$ cat src/hw/rtl/rap_pkg.sv
// ----------------------------------------------------------------------------
// rap_pkg: shared definitions of the ramped attitude PID
// Formats, gains, register indexes, sequencer states and helper functions.
// ----------------------------------------------------------------------------
`default_nettype none

package rap_pkg;

   localparam int ANGLE_WIDTH_DEF = 32;
   localparam int TIME_WIDTH_DEF  = 32;
   localparam int AXES            = 3;
   localparam int QW              = 48;   // Q8.40 internal word
   localparam int GAIN_W          = 34;
   localparam int GAIN_SHIFT      = 40;
   localparam int MAG_W           = 50;   // multiplicand magnitude
   localparam int DIVQ_W          = 49;   // dividend / quotient width
   localparam int FRAC_BITS       = 32;
   localparam int STEP_W          = 6;

   localparam logic [STEP_W-1:0] FRAC_STEPS = 6'd32;
   localparam logic [STEP_W-1:0] DIV_STEPS  = 6'd49;

   localparam logic [1:0] REG_TARGET_X  = 2'd0;
   localparam logic [1:0] REG_TARGET_Y  = 2'd1;
   localparam logic [1:0] REG_TARGET_Z  = 2'd2;
   localparam logic [1:0] REG_RAMP_TIME = 2'd3;

   localparam logic OP_START = 1'b0;
   localparam logic OP_STEP  = 1'b1;

   localparam logic [GAIN_W-1:0] GAIN_P [AXES] = '{34'd219902326, 34'd219902326,
                                                   34'd219902326};
   localparam logic [GAIN_W-1:0] GAIN_D [AXES] = '{34'd6095692464, 34'd6349679650,
                                                   34'd5769357413};
   localparam logic [GAIN_W-1:0] GAIN_I [AXES] = '{34'd10995116, 34'd10555312,
                                                   34'd11621838};

   typedef enum logic [4:0] {
      ST_IDLE,
      ST_PREP,
      ST_FRAC_GO,
      ST_FRAC_WAIT,
      ST_SCALE_GO,
      ST_SCALE_WAIT,
      ST_ERR,
      ST_KD_GO,
      ST_KD_WAIT,
      ST_NUM,
      ST_DIV_GO,
      ST_DIV_WAIT,
      ST_EDT_GO,
      ST_EDT_WAIT,
      ST_INT,
      ST_KP_GO,
      ST_KP_WAIT,
      ST_KI_GO,
      ST_KI_WAIT,
      ST_SUM,
      ST_SAT,
      ST_DONE
   } rap_state_type;

   typedef struct packed {
      logic busy;
      logic done;   // one-cycle pulse, result valid
   } rap_unit_stat_type;

   // saturate a 50-bit signed value to the 48-bit word
   function automatic logic signed [QW-1:0] sat_q(input logic signed [QW+1:0] x);
      logic fits;
      fits = (&x[QW+1:QW-1]) | ~(|x[QW+1:QW-1]);
      if (fits)
         return x[QW-1:0];
      else if (x[QW+1])
         return {1'b1, {(QW-1){1'b0}}};
      else
         return {1'b0, {(QW-1){1'b1}}};
   endfunction

   function automatic logic signed [QW+1:0] apply_sign(input logic [QW:0] m,
                                                        input logic neg);
      logic signed [QW+1:0] z;
      z = $signed({1'b0, m});
      return neg ? -z : z;
   endfunction

endpackage

`default_nettype wire

$ cat src/hw/rtl/rap_mul.sv
// ----------------------------------------------------------------------------
// rap_mul: bit-serial unsigned multiplier
// Shift-add, one multiplier bit per cycle; done pulses after BW steps.
// ----------------------------------------------------------------------------
`default_nettype none

module rap_mul #(
   parameter int BW = 34
) (
   input  wire logic                            clock,
   input  wire logic                            reset,
   input  wire logic                            start,
   input  wire logic [rap_pkg::MAG_W-1:0]       a,
   input  wire logic [BW-1:0]                   b,
   output logic [rap_pkg::MAG_W+BW-1:0]         prod,
   output rap_pkg::rap_unit_stat_type           stat
);

   localparam int PW    = rap_pkg::MAG_W + BW;
   localparam int CNT_W = $clog2(BW);

   logic [PW-1:0]             acc_ff, acc_in;
   logic [rap_pkg::MAG_W-1:0] a_ff, a_in;
   logic [CNT_W-1:0]          cnt_ff, cnt_in;
   logic                      busy_ff, busy_in;
   logic                      done_ff, done_in;
   logic [rap_pkg::MAG_W:0]   sum;

   always_comb begin
      sum     = {1'b0, acc_ff[PW-1:BW]} + (acc_ff[0] ? {1'b0, a_ff} : '0);
      acc_in  = acc_ff;
      a_in    = a_ff;
      cnt_in  = cnt_ff;
      busy_in = busy_ff;
      done_in = 1'b0;
      if (start) begin
         acc_in  = {{rap_pkg::MAG_W{1'b0}}, b};
         a_in    = a;
         cnt_in  = '0;
         busy_in = 1'b1;
      end else if (busy_ff) begin
         acc_in = {sum, acc_ff[BW-1:1]};
         cnt_in = cnt_ff + 1'b1;
         if (cnt_ff == CNT_W'(BW - 1)) begin
            busy_in = 1'b0;
            done_in = 1'b1;
         end
      end
   end

   always_ff @(posedge clock) begin
      acc_ff <= acc_in;
      a_ff   <= a_in;
      if (reset) begin
         cnt_ff  <= '0;
         busy_ff <= 1'b0;
         done_ff <= 1'b0;
      end else begin
         cnt_ff  <= cnt_in;
         busy_ff <= busy_in;
         done_ff <= done_in;
      end
   end

   assign prod      = acc_ff;
   assign stat.busy = busy_ff;
   assign stat.done = done_ff;

endmodule

`default_nettype wire

$ cat src/hw/rtl/rap_div.sv
// ----------------------------------------------------------------------------
// rap_div: bit-serial restoring divider
// One quotient bit per cycle for a given number of steps, from a preset
// partial remainder; serves both the ramp fraction and the derivative.
// ----------------------------------------------------------------------------
`default_nettype none

module rap_div #(
   parameter int TW = 32
) (
   input  wire logic                          clock,
   input  wire logic                          reset,
   input  wire logic                          start,
   input  wire logic [rap_pkg::STEP_W-1:0]    steps,
   input  wire logic [TW:0]                   r0,
   input  wire logic [rap_pkg::DIVQ_W-1:0]    q0,
   input  wire logic [TW:0]                   d,
   output logic [rap_pkg::DIVQ_W-1:0]         quot,
   output rap_pkg::rap_unit_stat_type         stat
);

   logic [TW:0]                   r_ff, r_in;
   logic [rap_pkg::DIVQ_W-1:0]    q_ff, q_in;
   logic [TW:0]                   d_ff, d_in;
   logic [rap_pkg::STEP_W-1:0]    cnt_ff, cnt_in;
   logic                          busy_ff, busy_in;
   logic                          done_ff, done_in;
   logic [TW+1:0]                 t, t_sub;
   logic                          ge;

   always_comb begin
      t       = {r_ff, q_ff[rap_pkg::DIVQ_W-1]};
      t_sub   = t - {1'b0, d_ff};
      ge      = t >= {1'b0, d_ff};
      r_in    = r_ff;
      q_in    = q_ff;
      d_in    = d_ff;
      cnt_in  = cnt_ff;
      busy_in = busy_ff;
      done_in = 1'b0;
      if (start) begin
         r_in    = r0;
         q_in    = q0;
         d_in    = d;
         cnt_in  = steps;
         busy_in = 1'b1;
      end else if (busy_ff) begin
         r_in   = ge ? t_sub[TW:0] : t[TW:0];
         q_in   = {q_ff[rap_pkg::DIVQ_W-2:0], ge};
         cnt_in = cnt_ff - 1'b1;
         if (cnt_ff == rap_pkg::STEP_W'(1)) begin
            busy_in = 1'b0;
            done_in = 1'b1;
         end
      end
   end

   always_ff @(posedge clock) begin
      r_ff <= r_in;
      q_ff <= q_in;
      d_ff <= d_in;
      if (reset) begin
         cnt_ff  <= '0;
         busy_ff <= 1'b0;
         done_ff <= 1'b0;
      end else begin
         cnt_ff  <= cnt_in;
         busy_ff <= busy_in;
         done_ff <= done_in;
      end
   end

   assign quot      = q_ff;
   assign stat.busy = busy_ff;
   assign stat.done = done_ff;

endmodule

`default_nettype wire

$ cat src/hw/rtl/ramped_attitude_pid.sv
// ----------------------------------------------------------------------------
// ramped_attitude_pid: three-axis attitude PID with ramped setpoint
// Filtered derivative, saturating integral, negated torque output.
// ----------------------------------------------------------------------------
// Usage:
//   req_* carries one beat per sample. req_tuser = 0 is a start beat: it
//   captures the attitude and time as the ramp origin, clears error,
//   derivative and integral, and produces no result. req_tuser = 1 is a
//   control step and produces one rsp beat with three Q8.40 torques and
//   the ramp_done flag in rsp_tuser.
//   csr_* writes targets and ramp time; write only while the block is idle.
//   Every product runs through one shared shift-add multiplier of BW bits,
//   BW being the larger of TIME_WIDTH and 34, at one bit per cycle; the
//   ramp fraction and the derivative run through one restoring divider at
//   one bit per cycle. A start beat leaves the sequencer idle.
//   req_tready is high while the sequencer is idle, also while a result
//   waits on rsp. If rsp is stalled when the next step finishes, the block
//   holds that result until the output frees up.
//   Reset (synchronous) clears targets, ramp time, ramp origin, stored error,
//   derivative and integral, the sequencer state and rsp_tvalid.
`default_nettype none

module ramped_attitude_pid #(
   parameter int ANGLE_WIDTH = rap_pkg::ANGLE_WIDTH_DEF,
   parameter int TIME_WIDTH  = rap_pkg::TIME_WIDTH_DEF
) (
   input  wire logic                          clock,
   input  wire logic                          reset,
   // attitude_x, attitude_y, attitude_z, sample_time (low to high)
   input  wire logic [((3*ANGLE_WIDTH+TIME_WIDTH+7)/8)*8-1:0] req_tdata,
   // op
   input  wire logic                          req_tuser,
   input  wire logic                          req_tvalid,
   output logic                               req_tready,
   // torque_x, torque_y, torque_z (low to high)
   output logic [((3*rap_pkg::QW+7)/8)*8-1:0] rsp_tdata,
   // ramp_done
   output logic                               rsp_tuser,
   output logic                               rsp_tvalid,
   input  wire logic                          rsp_tready,
   input  wire logic                          csr_we,
   input  wire logic [1:0]                    csr_addr,
   input  wire logic [((ANGLE_WIDTH > 32) ? ANGLE_WIDTH : 32)-1:0] csr_wdata
);

   localparam int AW     = ANGLE_WIDTH;
   localparam int TW     = TIME_WIDTH;
   localparam int QW     = rap_pkg::QW;
   localparam int FS     = QW - AW;
   localparam int BW     = (TW > rap_pkg::GAIN_W) ? TW : rap_pkg::GAIN_W;
   localparam int PW     = rap_pkg::MAG_W + BW;
   localparam int RSP_W  = ((3*QW+7)/8)*8;
   localparam logic [PW-1:0] CLAMP = PW'(1) << QW;

   rap_pkg::rap_state_type state_ff, state_in;

   logic signed [AW-1:0]   target_ff [rap_pkg::AXES];
   logic signed [AW-1:0]   init_ff   [rap_pkg::AXES];
   logic signed [AW-1:0]   lerr_ff   [rap_pkg::AXES];
   logic signed [AW-1:0]   meas_ff   [rap_pkg::AXES];
   logic signed [QW-1:0]   fd_ff     [rap_pkg::AXES];
   logic signed [QW-1:0]   int_ff    [rap_pkg::AXES];
   logic signed [QW-1:0]   tq_ff     [rap_pkg::AXES];
   logic [31:0]            ramp_ff;
   logic [TW-1:0]          start_ff, last_ff, now_ff, dt_ff, since_ff;
   logic                   ramp_done_ff;
   logic [rap_pkg::FRAC_BITS-1:0] frac_ff;
   logic [1:0]             axis_ff;
   logic                   sgn_ff;
   logic signed [AW-1:0]   e_ff;
   logic signed [AW+1:0]   sp_ff;
   logic signed [QW-1:0]   eq_ff, d_ff;
   logic signed [QW+1:0]   mgd_ff, num_ff, p_ff, tp_ff, ti_ff, sum_ff;
   logic [RSP_W-1:0]       rsp_data_ff;
   logic                   rsp_user_ff, rsp_valid_ff;

   // unit hookup
   logic                          mul_start, div_start;
   logic [rap_pkg::MAG_W-1:0]     mul_a;
   logic [BW-1:0]                 mul_b;
   logic [PW-1:0]                 mul_prod;
   logic [QW:0]                   gain_prod;
   logic [rap_pkg::STEP_W-1:0]    div_steps;
   logic [TW:0]                   div_r0, div_d;
   logic [rap_pkg::DIVQ_W-1:0]    div_q0, div_quot;
   rap_pkg::rap_unit_stat_type    mul_stat, div_stat;

   // datapath helpers
   logic [TW-1:0]          rt, now_in;
   logic                   req_acc, out_free, last_axis;
   logic signed [AW-1:0]   att_in [rap_pkg::AXES];
   logic signed [AW:0]     diff_s;
   logic [AW:0]            diff_mag;
   logic signed [AW+1:0]   q_s, sp_calc;
   logic signed [AW+2:0]   e_raw;
   logic signed [AW-1:0]   e_sat;
   logic signed [QW-1:0]   eq_cur, epq;
   logic signed [QW:0]     diffq;
   logic [QW:0]            diffq_mag;
   logic [QW-1:0]          eq_mag, int_mag;
   logic [QW+1:0]          num_mag;
   logic [QW:0]            pm, qv;

   assign rt        = TW'(ramp_ff);
   assign req_acc   = req_tvalid && req_tready;
   assign out_free  = !rsp_valid_ff || rsp_tready;
   assign last_axis = axis_ff == 2'd2;
   assign now_in    = req_tdata[3*AW +: TW];

   always_comb begin
      for (int i = 0; i < rap_pkg::AXES; i++) begin
         att_in[i] = req_tdata[i*AW +: AW];
      end
   end

   assign diff_s    = (AW+1)'(target_ff[axis_ff]) - (AW+1)'(init_ff[axis_ff]);
   assign diff_mag  = diff_s[AW] ? (AW+1)'(-diff_s) : (AW+1)'(diff_s);
   assign q_s       = $signed({1'b0, mul_prod[rap_pkg::FRAC_BITS +: AW+1]});
   assign sp_calc   = (AW+2)'(init_ff[axis_ff]) + (sgn_ff ? -q_s : q_s);
   assign e_raw     = (AW+3)'(sp_ff) - (AW+3)'(meas_ff[axis_ff]);

   always_comb begin
      if ((&e_raw[AW+2:AW-1]) | ~(|e_raw[AW+2:AW-1]))
         e_sat = e_raw[AW-1:0];
      else if (e_raw[AW+2])
         e_sat = {1'b1, {(AW-1){1'b0}}};
      else
         e_sat = {1'b0, {(AW-1){1'b1}}};
   end

   assign eq_cur    = QW'(e_ff) <<< FS;
   assign epq       = QW'(lerr_ff[axis_ff]) <<< FS;
   assign diffq     = (QW+1)'(eq_cur) - (QW+1)'(epq);
   assign diffq_mag = diffq[QW] ? (QW+1)'(-diffq) : (QW+1)'(diffq);
   assign eq_mag    = eq_ff[QW-1] ? QW'(-eq_ff) : QW'(eq_ff);
   assign int_mag   = int_ff[axis_ff][QW-1] ? QW'(-int_ff[axis_ff]) : QW'(int_ff[axis_ff]);
   assign num_mag   = num_ff[QW+1] ? (QW+2)'(-num_ff) : (QW+2)'(num_ff);
   // gain products scaled down by 2^40
   assign gain_prod = (QW+1)'(mul_prod[PW-1:rap_pkg::GAIN_SHIFT]);
   // e*dt magnitude is clamped to 2^48
   assign pm        = (mul_prod > CLAMP) ? CLAMP[QW:0] : mul_prod[QW:0];
   // at a time width of 64 bits or more, an all-ones dt forces the quotient to zero
   assign qv        = ((TW >= 64) && (&dt_ff)) ? '0 : div_quot;

   // next state
   always_comb begin
      state_in = state_ff;
      unique case (state_ff)
         rap_pkg::ST_IDLE:
            if (req_acc && req_tuser == rap_pkg::OP_STEP) state_in = rap_pkg::ST_PREP;
         rap_pkg::ST_PREP:       state_in = rap_pkg::ST_FRAC_GO;
         rap_pkg::ST_FRAC_GO:    state_in = rap_pkg::ST_FRAC_WAIT;
         rap_pkg::ST_FRAC_WAIT:
            if (div_stat.done) state_in = rap_pkg::ST_SCALE_GO;
         rap_pkg::ST_SCALE_GO:   state_in = rap_pkg::ST_SCALE_WAIT;
         rap_pkg::ST_SCALE_WAIT:
            if (mul_stat.done) state_in = rap_pkg::ST_ERR;
         rap_pkg::ST_ERR:        state_in = rap_pkg::ST_KD_GO;
         rap_pkg::ST_KD_GO:      state_in = rap_pkg::ST_KD_WAIT;
         rap_pkg::ST_KD_WAIT:
            if (mul_stat.done) state_in = rap_pkg::ST_NUM;
         rap_pkg::ST_NUM:        state_in = rap_pkg::ST_DIV_GO;
         rap_pkg::ST_DIV_GO:     state_in = rap_pkg::ST_DIV_WAIT;
         rap_pkg::ST_DIV_WAIT:
            if (div_stat.done) state_in = rap_pkg::ST_EDT_GO;
         rap_pkg::ST_EDT_GO:     state_in = rap_pkg::ST_EDT_WAIT;
         rap_pkg::ST_EDT_WAIT:
            if (mul_stat.done) state_in = rap_pkg::ST_INT;
         rap_pkg::ST_INT:        state_in = rap_pkg::ST_KP_GO;
         rap_pkg::ST_KP_GO:      state_in = rap_pkg::ST_KP_WAIT;
         rap_pkg::ST_KP_WAIT:
            if (mul_stat.done) state_in = rap_pkg::ST_KI_GO;
         rap_pkg::ST_KI_GO:      state_in = rap_pkg::ST_KI_WAIT;
         rap_pkg::ST_KI_WAIT:
            if (mul_stat.done) state_in = rap_pkg::ST_SUM;
         rap_pkg::ST_SUM:        state_in = rap_pkg::ST_SAT;
         rap_pkg::ST_SAT:
            state_in = last_axis ? rap_pkg::ST_DONE : rap_pkg::ST_SCALE_GO;
         rap_pkg::ST_DONE:
            if (out_free) state_in = rap_pkg::ST_IDLE;
         default:                state_in = rap_pkg::ST_IDLE;
      endcase
   end

   // unit launches and operands
   always_comb begin
      mul_start = 1'b0;
      mul_a     = '0;
      mul_b     = '0;
      div_start = 1'b0;
      div_steps = '0;
      div_r0    = '0;
      div_q0    = '0;
      div_d     = '0;
      unique case (state_ff)
         rap_pkg::ST_FRAC_GO: begin
            div_start = 1'b1;
            div_steps = rap_pkg::FRAC_STEPS;
            div_r0    = {1'b0, since_ff};
            div_d     = {1'b0, rt};
         end
         rap_pkg::ST_SCALE_GO: begin
            mul_start = 1'b1;
            mul_a     = rap_pkg::MAG_W'(diff_mag);
            mul_b     = BW'(frac_ff);
         end
         rap_pkg::ST_KD_GO: begin
            mul_start = 1'b1;
            mul_a     = rap_pkg::MAG_W'(diffq_mag);
            mul_b     = BW'(rap_pkg::GAIN_D[axis_ff]);
         end
         rap_pkg::ST_DIV_GO: begin
            div_start = 1'b1;
            div_steps = rap_pkg::DIV_STEPS;
            div_q0    = rap_pkg::DIVQ_W'(num_mag);
            div_d     = {1'b0, dt_ff} + 1'b1;
         end
         rap_pkg::ST_EDT_GO: begin
            mul_start = 1'b1;
            mul_a     = rap_pkg::MAG_W'(eq_mag);
            mul_b     = BW'(dt_ff);
         end
         rap_pkg::ST_KP_GO: begin
            mul_start = 1'b1;
            mul_a     = rap_pkg::MAG_W'(eq_mag);
            mul_b     = BW'(rap_pkg::GAIN_P[axis_ff]);
         end
         rap_pkg::ST_KI_GO: begin
            mul_start = 1'b1;
            mul_a     = rap_pkg::MAG_W'(int_mag);
            mul_b     = BW'(rap_pkg::GAIN_I[axis_ff]);
         end
         default: begin
         end
      endcase
   end

   always_ff @(posedge clock) begin
      if (reset) begin
         state_ff     <= rap_pkg::ST_IDLE;
         axis_ff      <= '0;
         rsp_valid_ff <= 1'b0;
         ramp_ff      <= '0;
         start_ff     <= '0;
         last_ff      <= '0;
         for (int i = 0; i < rap_pkg::AXES; i++) begin
            target_ff[i] <= '0;
            init_ff[i]   <= '0;
            lerr_ff[i]   <= '0;
            fd_ff[i]     <= '0;
            int_ff[i]    <= '0;
         end
      end else begin
         state_ff <= state_in;

         if (csr_we) begin
            unique case (csr_addr)
               rap_pkg::REG_TARGET_X:  target_ff[0] <= csr_wdata[AW-1:0];
               rap_pkg::REG_TARGET_Y:  target_ff[1] <= csr_wdata[AW-1:0];
               rap_pkg::REG_TARGET_Z:  target_ff[2] <= csr_wdata[AW-1:0];
               rap_pkg::REG_RAMP_TIME: ramp_ff      <= csr_wdata[31:0];
            endcase
         end

         if (state_ff == rap_pkg::ST_DONE && out_free)
            rsp_valid_ff <= 1'b1;
         else if (rsp_tready)
            rsp_valid_ff <= 1'b0;

         unique case (state_ff)
            rap_pkg::ST_IDLE: begin
               axis_ff <= '0;
               if (req_acc) begin
                  if (req_tuser == rap_pkg::OP_START) begin
                     start_ff <= now_in;
                     last_ff  <= now_in;
                     for (int i = 0; i < rap_pkg::AXES; i++) begin
                        init_ff[i] <= att_in[i];
                        lerr_ff[i] <= '0;
                        fd_ff[i]   <= '0;
                        int_ff[i]  <= '0;
                     end
                  end else begin
                     now_ff <= now_in;
                     for (int i = 0; i < rap_pkg::AXES; i++) begin
                        meas_ff[i] <= att_in[i];
                     end
                  end
               end
            end
            rap_pkg::ST_PREP: begin
               dt_ff        <= now_ff - last_ff;
               since_ff     <= now_ff - start_ff;
               ramp_done_ff <= (now_ff - start_ff) >= rt;
               last_ff      <= now_ff;
            end
            rap_pkg::ST_FRAC_WAIT:
               if (div_stat.done)
                  frac_ff <= ramp_done_ff ? '0 : div_quot[rap_pkg::FRAC_BITS-1:0];
            rap_pkg::ST_SCALE_GO: sgn_ff <= diff_s[AW];
            rap_pkg::ST_SCALE_WAIT:
               if (mul_stat.done)
                  sp_ff <= ramp_done_ff ? (AW+2)'(target_ff[axis_ff]) : sp_calc;
            rap_pkg::ST_ERR: e_ff <= e_sat;
            rap_pkg::ST_KD_GO: begin
               eq_ff  <= eq_cur;
               sgn_ff <= diffq[QW];
            end
            rap_pkg::ST_KD_WAIT:
               if (mul_stat.done)
                  mgd_ff <= rap_pkg::apply_sign(gain_prod, sgn_ff);
            rap_pkg::ST_NUM: num_ff <= mgd_ff + (QW+2)'(fd_ff[axis_ff]);
            rap_pkg::ST_DIV_GO: sgn_ff <= num_ff[QW+1];
            rap_pkg::ST_DIV_WAIT:
               if (div_stat.done)
                  d_ff <= rap_pkg::sat_q(rap_pkg::apply_sign(qv, sgn_ff));
            rap_pkg::ST_EDT_GO: sgn_ff <= eq_ff[QW-1];
            rap_pkg::ST_EDT_WAIT:
               if (mul_stat.done) p_ff <= rap_pkg::apply_sign(pm, sgn_ff);
            rap_pkg::ST_INT: begin
               int_ff[axis_ff]  <= rap_pkg::sat_q((QW+2)'(int_ff[axis_ff]) + p_ff);
               lerr_ff[axis_ff] <= e_ff;
               fd_ff[axis_ff]   <= d_ff;
            end
            rap_pkg::ST_KP_GO: sgn_ff <= eq_ff[QW-1];
            rap_pkg::ST_KP_WAIT:
               if (mul_stat.done)
                  tp_ff <= rap_pkg::apply_sign(gain_prod, sgn_ff);
            rap_pkg::ST_KI_GO: sgn_ff <= int_ff[axis_ff][QW-1];
            rap_pkg::ST_KI_WAIT:
               if (mul_stat.done)
                  ti_ff <= rap_pkg::apply_sign(gain_prod, sgn_ff);
            rap_pkg::ST_SUM: sum_ff <= tp_ff + (QW+2)'(d_ff) + ti_ff;
            rap_pkg::ST_SAT: begin
               tq_ff[axis_ff] <= rap_pkg::sat_q(-sum_ff);
               if (!last_axis) axis_ff <= axis_ff + 1'b1;
            end
            rap_pkg::ST_DONE:
               if (out_free) begin
                  rsp_data_ff <= RSP_W'({tq_ff[2], tq_ff[1], tq_ff[0]});
                  rsp_user_ff <= ramp_done_ff;
               end
            default: begin
            end
         endcase
      end
   end

   rap_mul #(
      .BW    (BW)
   ) u_mul (
      .clock (clock),
      .reset (reset),
      .start (mul_start),
      .a     (mul_a),
      .b     (mul_b),
      .prod  (mul_prod),
      .stat  (mul_stat)
   );

   rap_div #(
      .TW    (TW)
   ) u_div (
      .clock (clock),
      .reset (reset),
      .start (div_start),
      .steps (div_steps),
      .r0    (div_r0),
      .q0    (div_q0),
      .d     (div_d),
      .quot  (div_quot),
      .stat  (div_stat)
   );

   assign req_tready = state_ff == rap_pkg::ST_IDLE;
   assign rsp_tdata  = rsp_data_ff;
   assign rsp_tuser  = rsp_user_ff;
   assign rsp_tvalid = rsp_valid_ff;

   // the two serial units never run at the same time
   a_units_exclusive: assert property (@(posedge clock) disable iff (reset)
      !(mul_stat.busy && div_stat.busy))
      else $error("multiplier and divider busy together");

   a_idle_units: assert property (@(posedge clock) disable iff (reset)
      req_tready |-> (!mul_stat.busy && !div_stat.busy))
      else $error("input ready while a unit is running");

   a_mul_done_wait: assert property (@(posedge clock) disable iff (reset)
      mul_stat.done |-> (state_ff == rap_pkg::ST_SCALE_WAIT ||
                         state_ff == rap_pkg::ST_KD_WAIT ||
                         state_ff == rap_pkg::ST_EDT_WAIT ||
                         state_ff == rap_pkg::ST_KP_WAIT ||
                         state_ff == rap_pkg::ST_KI_WAIT))
      else $error("multiplier result outside a wait state");

   a_div_done_wait: assert property (@(posedge clock) disable iff (reset)
      div_stat.done |-> (state_ff == rap_pkg::ST_FRAC_WAIT ||
                         state_ff == rap_pkg::ST_DIV_WAIT))
      else $error("divider result outside a wait state");

   a_hold_result: assert property (@(posedge clock) disable iff (reset)
      (state_ff == rap_pkg::ST_DONE && rsp_tvalid && !rsp_tready)
         |=> state_ff == rap_pkg::ST_DONE)
      else $error("finished step overwrote a stalled beat");

endmodule

`default_nettype wire
$ cat config.mk
export PLATFORM = sky130hd
export DESIGN_NAME = ramped_attitude_pid
export DESIGN_NICKNAME = d
export VERILOG_FILES = /design/src/hw/rtl/rap_pkg.sv /design/src/hw/rtl/rap_mul.sv /design/src/hw/rtl/rap_div.sv /design/src/hw/rtl/ramped_attitude_pid.sv
export SDC_FILE = /design/constraint.sdc
export NUM_CORES = 2
export LEC_CHECK = 0
export ABC_AREA = 0
export BUFFER_PORTS_ARGS = -buffer_cell sky130_fd_sc_hd__buf_2
export CORE_MARGIN = 2
export CORE_UTILIZATION = 29
export DETAILED_ROUTE_END_ITERATION = 6
export SLEW_MARGIN = 20
export SYNTH_ARGS = -nofsm -noshare
export SYNTH_HDL_FRONTEND = slang
export SYNTH_HIERARCHICAL = 1
export SYNTH_SLANG_ARGS = --single-unit
$ cat constraint.sdc
create_clock -name clock -period 17.75 [get_ports clock]
set_input_delay 2.6625 -clock clock [delete_from_list [all_inputs] [get_ports clock]]
set_output_delay 2.6625 -clock clock [all_outputs]
set_load 0.02 [all_outputs]
# Word level (Yosys, flattened, before mapping)
# Memories as Yosys holds them, arrays and structs flattened. A register that Yosys moved wholly into a read port is not among the register bits.
# Cells that the tools add are included.
[totals] regBits=946 ramBits=816 wordCells=333 out_inout_bits=147 inputBits=168 mem_count=7
[op_classes] n_eq_ne=39 n_lt_le_gt_ge=4 n_bitwise=28 mux=143 n_addsub=26 reduce_logical=50
[memory_table] name="fd_ff" words=3 word_bits=48 read_ports=1 rd_ports_with_merged_regs=1 write_ports=3 line="ramped_attitude_pid.sv:61" rtl="logic signed [QW-1:0] fd_ff [rap_pkg::AXES];"
[memory_table] name="int_ff" words=3 word_bits=48 read_ports=1 rd_ports_with_merged_regs=1 write_ports=3 line="ramped_attitude_pid.sv:62" rtl="logic signed [QW-1:0] int_ff [rap_pkg::AXES];"
[memory_table] name="tq_ff" words=3 word_bits=48 read_ports=3 rd_ports_with_merged_regs=3 write_ports=1 line="ramped_attitude_pid.sv:63" rtl="logic signed [QW-1:0] tq_ff [rap_pkg::AXES];"
[memory_table] name="init_ff" words=3 word_bits=32 read_ports=1 rd_ports_with_merged_regs=1 write_ports=3 line="ramped_attitude_pid.sv:58" rtl="logic signed [AW-1:0] init_ff [rap_pkg::AXES];"
[memory_table] name="lerr_ff" words=3 word_bits=32 read_ports=1 rd_ports_with_merged_regs=1 write_ports=3 line="ramped_attitude_pid.sv:59" rtl="logic signed [AW-1:0] lerr_ff [rap_pkg::AXES];"
[memory_table] name="meas_ff" words=3 word_bits=32 read_ports=1 rd_ports_with_merged_regs=1 write_ports=3 line="ramped_attitude_pid.sv:60" rtl="logic signed [AW-1:0] meas_ff [rap_pkg::AXES];"
[memory_table] name="1 more memories"
[ops] op="48-bit 2-to-1 mux" count=20
[ops] op="32-bit 2-to-1 mux" count=15
[ops] op="49-bit 2-to-1 mux" count=7
[ops] op="34-bit 2-to-1 mux" count=10
[ops] op="34-bit binary-select mux with 2-bit select" count=3
[ops] op="49-bit case mux with 4 select lines" count=1
[ops] op="34-bit case mux with 5 select lines" count=1
[ops] op="50-bit 2-to-1 mux" count=3
[ops] op="33-bit 2-to-1 mux" count=4
[ops] op="5-bit case mux with 22 select lines" count=1
[ops] op="50-bit by 48-bit adder with 50-bit output" count=2
[ops] op="49-bit negator with 50-bit output" count=2
[ops] op="49-bit negator" count=2
[ops] op="48-bit negator" count=2
[ops] op="48-bit OR reduction" count=2
[ops] op="84-bit by 49-bit greater-than comparator with 1-bit output, second input constant" count=1
[ops] op="33-bit case mux with 2 select lines" count=1
[ops] op="32-bit case mux with 2 select lines" count=1
[ops] op="32-bit subtractor" count=2
[ops] op="50-bit by 50-bit adder with 51-bit output" count=1
[ops] op="48-bit by 50-bit adder with 50-bit output" count=1
[ops] op="50-bit adder" count=1
[ops] op="5-bit 2-to-1 mux" count=10
[ops] op="44-bit negator with 50-bit output" count=1
[ops] op="other kinds (51)" count=196

# Logic depth before layout (Yosys ltp)
[logic_depth] depth_word=8 depth_mapped=26 mapped_depth_nobuf=26

# Cells and area by module
# The synthesis kept the hierarchy.
[by_module_without_submodules] module="ramped_attitude_pid" instances=1 cells_per_inst=8266 seq_area_each_um2=52120.0 area_per_inst_um2=96105.9
[by_module_without_submodules] module="rap_mul" instances=1 cells_per_inst=851 seq_area_each_um2=3683.5 area_per_inst_um2=8304.2
[by_module_without_submodules] module="rap_div" instances=1 cells_per_inst=637 seq_area_each_um2=3613.5 area_per_inst_um2=7201.9

# Worst setup path after synthesis
# Ideal clock, no wire load.
[synth_timing] kind="input-to-reg" start="in reset" end="reg rsp_data_ff[0], in the netlist rsp_tdata[0] (read register of tq_ff) (enable)" n_path_buf=2 cell_stages=3 required_ns=16.893 setup_time_ns=0.857 path_slack_ns=3.276 t_arrival_ns=13.617 path_cell_list="clkbuf_1 > clkbuf_1 > nor3b_1"
[synth_via] elab_chain_cells=2
[synth_rtl] item="from (decl)" line="ramped_attitude_pid.sv:28" rtl="input wire logic reset,"
[synth_rtl] item="1-bit inverter (no source line)"
[synth_rtl] item="3-bit AND reduction (no source line)"
[synth_rtl] item="to (decl)" line="ramped_attitude_pid.sv:74" rtl="logic [RSP_W-1:0] rsp_data_ff;"
# No other way between the ends.
# A chain may end at the register's enable or synchronous reset.

==> results by group <==
GRT
  – Initial antenna violation count: 55
  – Vias in the first global route: 75300
  – Overflow after GRT: 0
  – Largest net degree at the start of global routing: 237
  – First-pass GRT wire length: 506.7 mm
  – All-Layer GR Usage: 17.21%

Clock tree
  – H-tree depth: 4
  – Cts bufs inserted: 219
  – Setup Buffers After CTS: 0
  – Cts repair resizes: 0
  – CTS tree: done
  – Max Root-Sink Buffers: 4
  – Clock sink count: 2036
  – Clk root buf: clkbuf_16
  – CTS hold repair buffers: 0
  – Worst-path clk slew: 60 ps
  – Clk_lat worst skew: 930 ps

Die
  – Initial Utilization: 29.17%
  – Core ar.: 382600 sq um
  – Die Y: 624.3 um
  – Die W: 624.3 um
  – Rows: 227
  – I/O Pins: 315
  – Die ar.: 389800 sq um

Worst setup path
  – R2r setup slk: 10620 ps
  – Required @ worst endpoint: 18330 ps
  – CP Class: reg2reg
  – Critical Path AT: 7710 ps
  – R2R cell count: 17
  – CP max FO: 50
  – Worst r2r dst: e_ff[4]
  – CP endpoint kind: register
  – Startpoint types: register

Layout
  – Final nets: 10640
  – Most common cell after layout, fill and taps aside: edfxtp_1
  – Commonest non-fill, non-tap cells in the layout: edfxtp_1 (1864), nand2_1 (742), o21ai_0 (596), nor2_1 (574), a21oi_1 (565)
  – Fill cell count: 38100
  – Layout area overhead: 13.19%
  – Fraction of layout cells with a size suffix above 1: 12.09%

Min path
  – Worst Hold Path Cells: 0
  – Hold EP: rsp_tdata[74]
  – Hold_sp: tq_ff[1][26]
  – Class of the worst hold path: reg2reg

Power and ir drop
  – Pwr Density: 126.7 nW/um^2
  – LEAKAGE: 45.00 nW
  – VDD IR max: 0.1898 mV

Timing
  – Worst setup margin: 10620 ps
  – Final Skew: 89.48 ps
  – Fin crit share: 40.17%
  – Final-report max-slew violation count: 0
  – Max-slew headroom: 15.12%
  – Final setup fails: 0
  – RSZ-0062 raised after global routing: false
  – Tmin final: 7129 ps
  – Peak Freq: 0.1403 GHz
  – Final TNS setup: 0 ps
  – Final hold viol count: 0
  – Slew @ Worst Pin: 1273 ps

Flow run
  – Max-Cap Viols: 0

Detailed routing
  – Via count: 79800
  – WL/cell: 22.90 um
  – Final antenna-violating net count: 0
  – DRC Markers: 0
  – Initial drt markers: 9188
  – Pre-antenna DRT Iters: 7
  – Vias per cell: 5.261
  – Detailed-route wire length: 347.3 mm

Synth
  – Synthesized area per cell: 11.44 sq um
  – Synthesized area: 111600 sq um
  – Post-Synthesis Cells: 9752
  – Synth warn: 6

Placement
  – Buffers on Ports: 314
  – Post-detail-place hpwl: 254.3 mm
  – Gpl congestion: 0.9438
  – Worst slack, placed: 10250 ps

Outcome
  – Result of the run: finished, final reports clean
[worst max path at each step]
| stage | startpoint | to | slack, ps | cells after the start |
|---|---|---|---|---|
| floorplan | reset | rsp_tdata[0] | 3280 | 3 |
| global placement | register | e_ff[2] | 10390 | 17 |
| detailed placement | register | e_ff[10] | 10250 | 17 |
| CTS | register | e_ff[10] | 10190 | 17 |
| global route | register | e_ff[10] | 10020 | 17 |
| finish | register | e_ff[4] | 10620 | 17 |
[report_power, final]
part	internal [mW]	switching, mW	leakage, nW	total (mW)
clock network	2.72	2.03	3.61	4.74
registers	5.97	0.438	19.0	6.40
logic	1.72	3.14	22.4	4.86
total	10.4	5.60	45.0	16.0
[final cells by class]
class / count / area [sq um] / share of cell area, %
Inverter: 369 / 1388 / 1.098
Clock buffer: 261 / 5801 / 4.592
Antenna cell: 6 / 15.01 / 0.01189
Sequential cell: 2036 / 59430 / 47.04
Tap cell: 5038 / 6304 / 4.990
Multi-Input combinational cell: 6875 / 49270 / 39.01
Timing Repair Buffer: 436 / 2531 / 2.004
Clock inverter: 147 / 1583 / 1.253
[flip-flops by register name, summed over array words and instances, names as in the netlist, 49 cells and up, named ones only]
signal      cells
p_ff           50
fd_ff         192
target_ff      96
mgd_ff         50
u_mul/a_ff     50
u_mul/prod     84
lerr_ff       128
ti_ff          50
int_ff        192
tq_ff         144
meas_ff        96
rsp_tdata     144
sum_ff         50
u_div/quot     49
tp_ff          50
num_ff         50
init_ff        96
[worst max-delay path: stages (launching register included)]
cell and delay, ps:
dfxtp_4 850, buf_4 860, buf_4 750, mux2i_1 250, o21ai_0 100, ha_1 260, fa_1 400, nor2b_1 160
o31ai_1 120, a21oi_1 350, a311oi_1 220, a21oi_1 350, a31oi_1 260, o31a_1 410, o21ai_0 260, xor2_1 180
a31oi_4 620, o21ai_0 250
[metal layers]
metal	GRT usage, %	vias up	share of wire (%)
met1	24.74	39240	45
met4	5.489	6	3.4
met5	0	-	0.011
li1	-	36970	-
met3	2.675	482	7.7
met2	26.40	3108	44
[stage by stage]
stage	hold WS [ps]	utilization (%)	area (sq um)	instances	power (mW)
global route	417.2	33.02	126300	15160	16.74
CTS	404.6	33.01	126300	15160	16.02
detailed placement	404.5	31.08	118900	14750	11.25
floorplan	400.3	-	111600	9757	9.662
global placement	400.7	31.07	118900	14750	11.22
finish	399.1	33.02	126300	15170	16.00
Power figures use the tool's default switching activity.
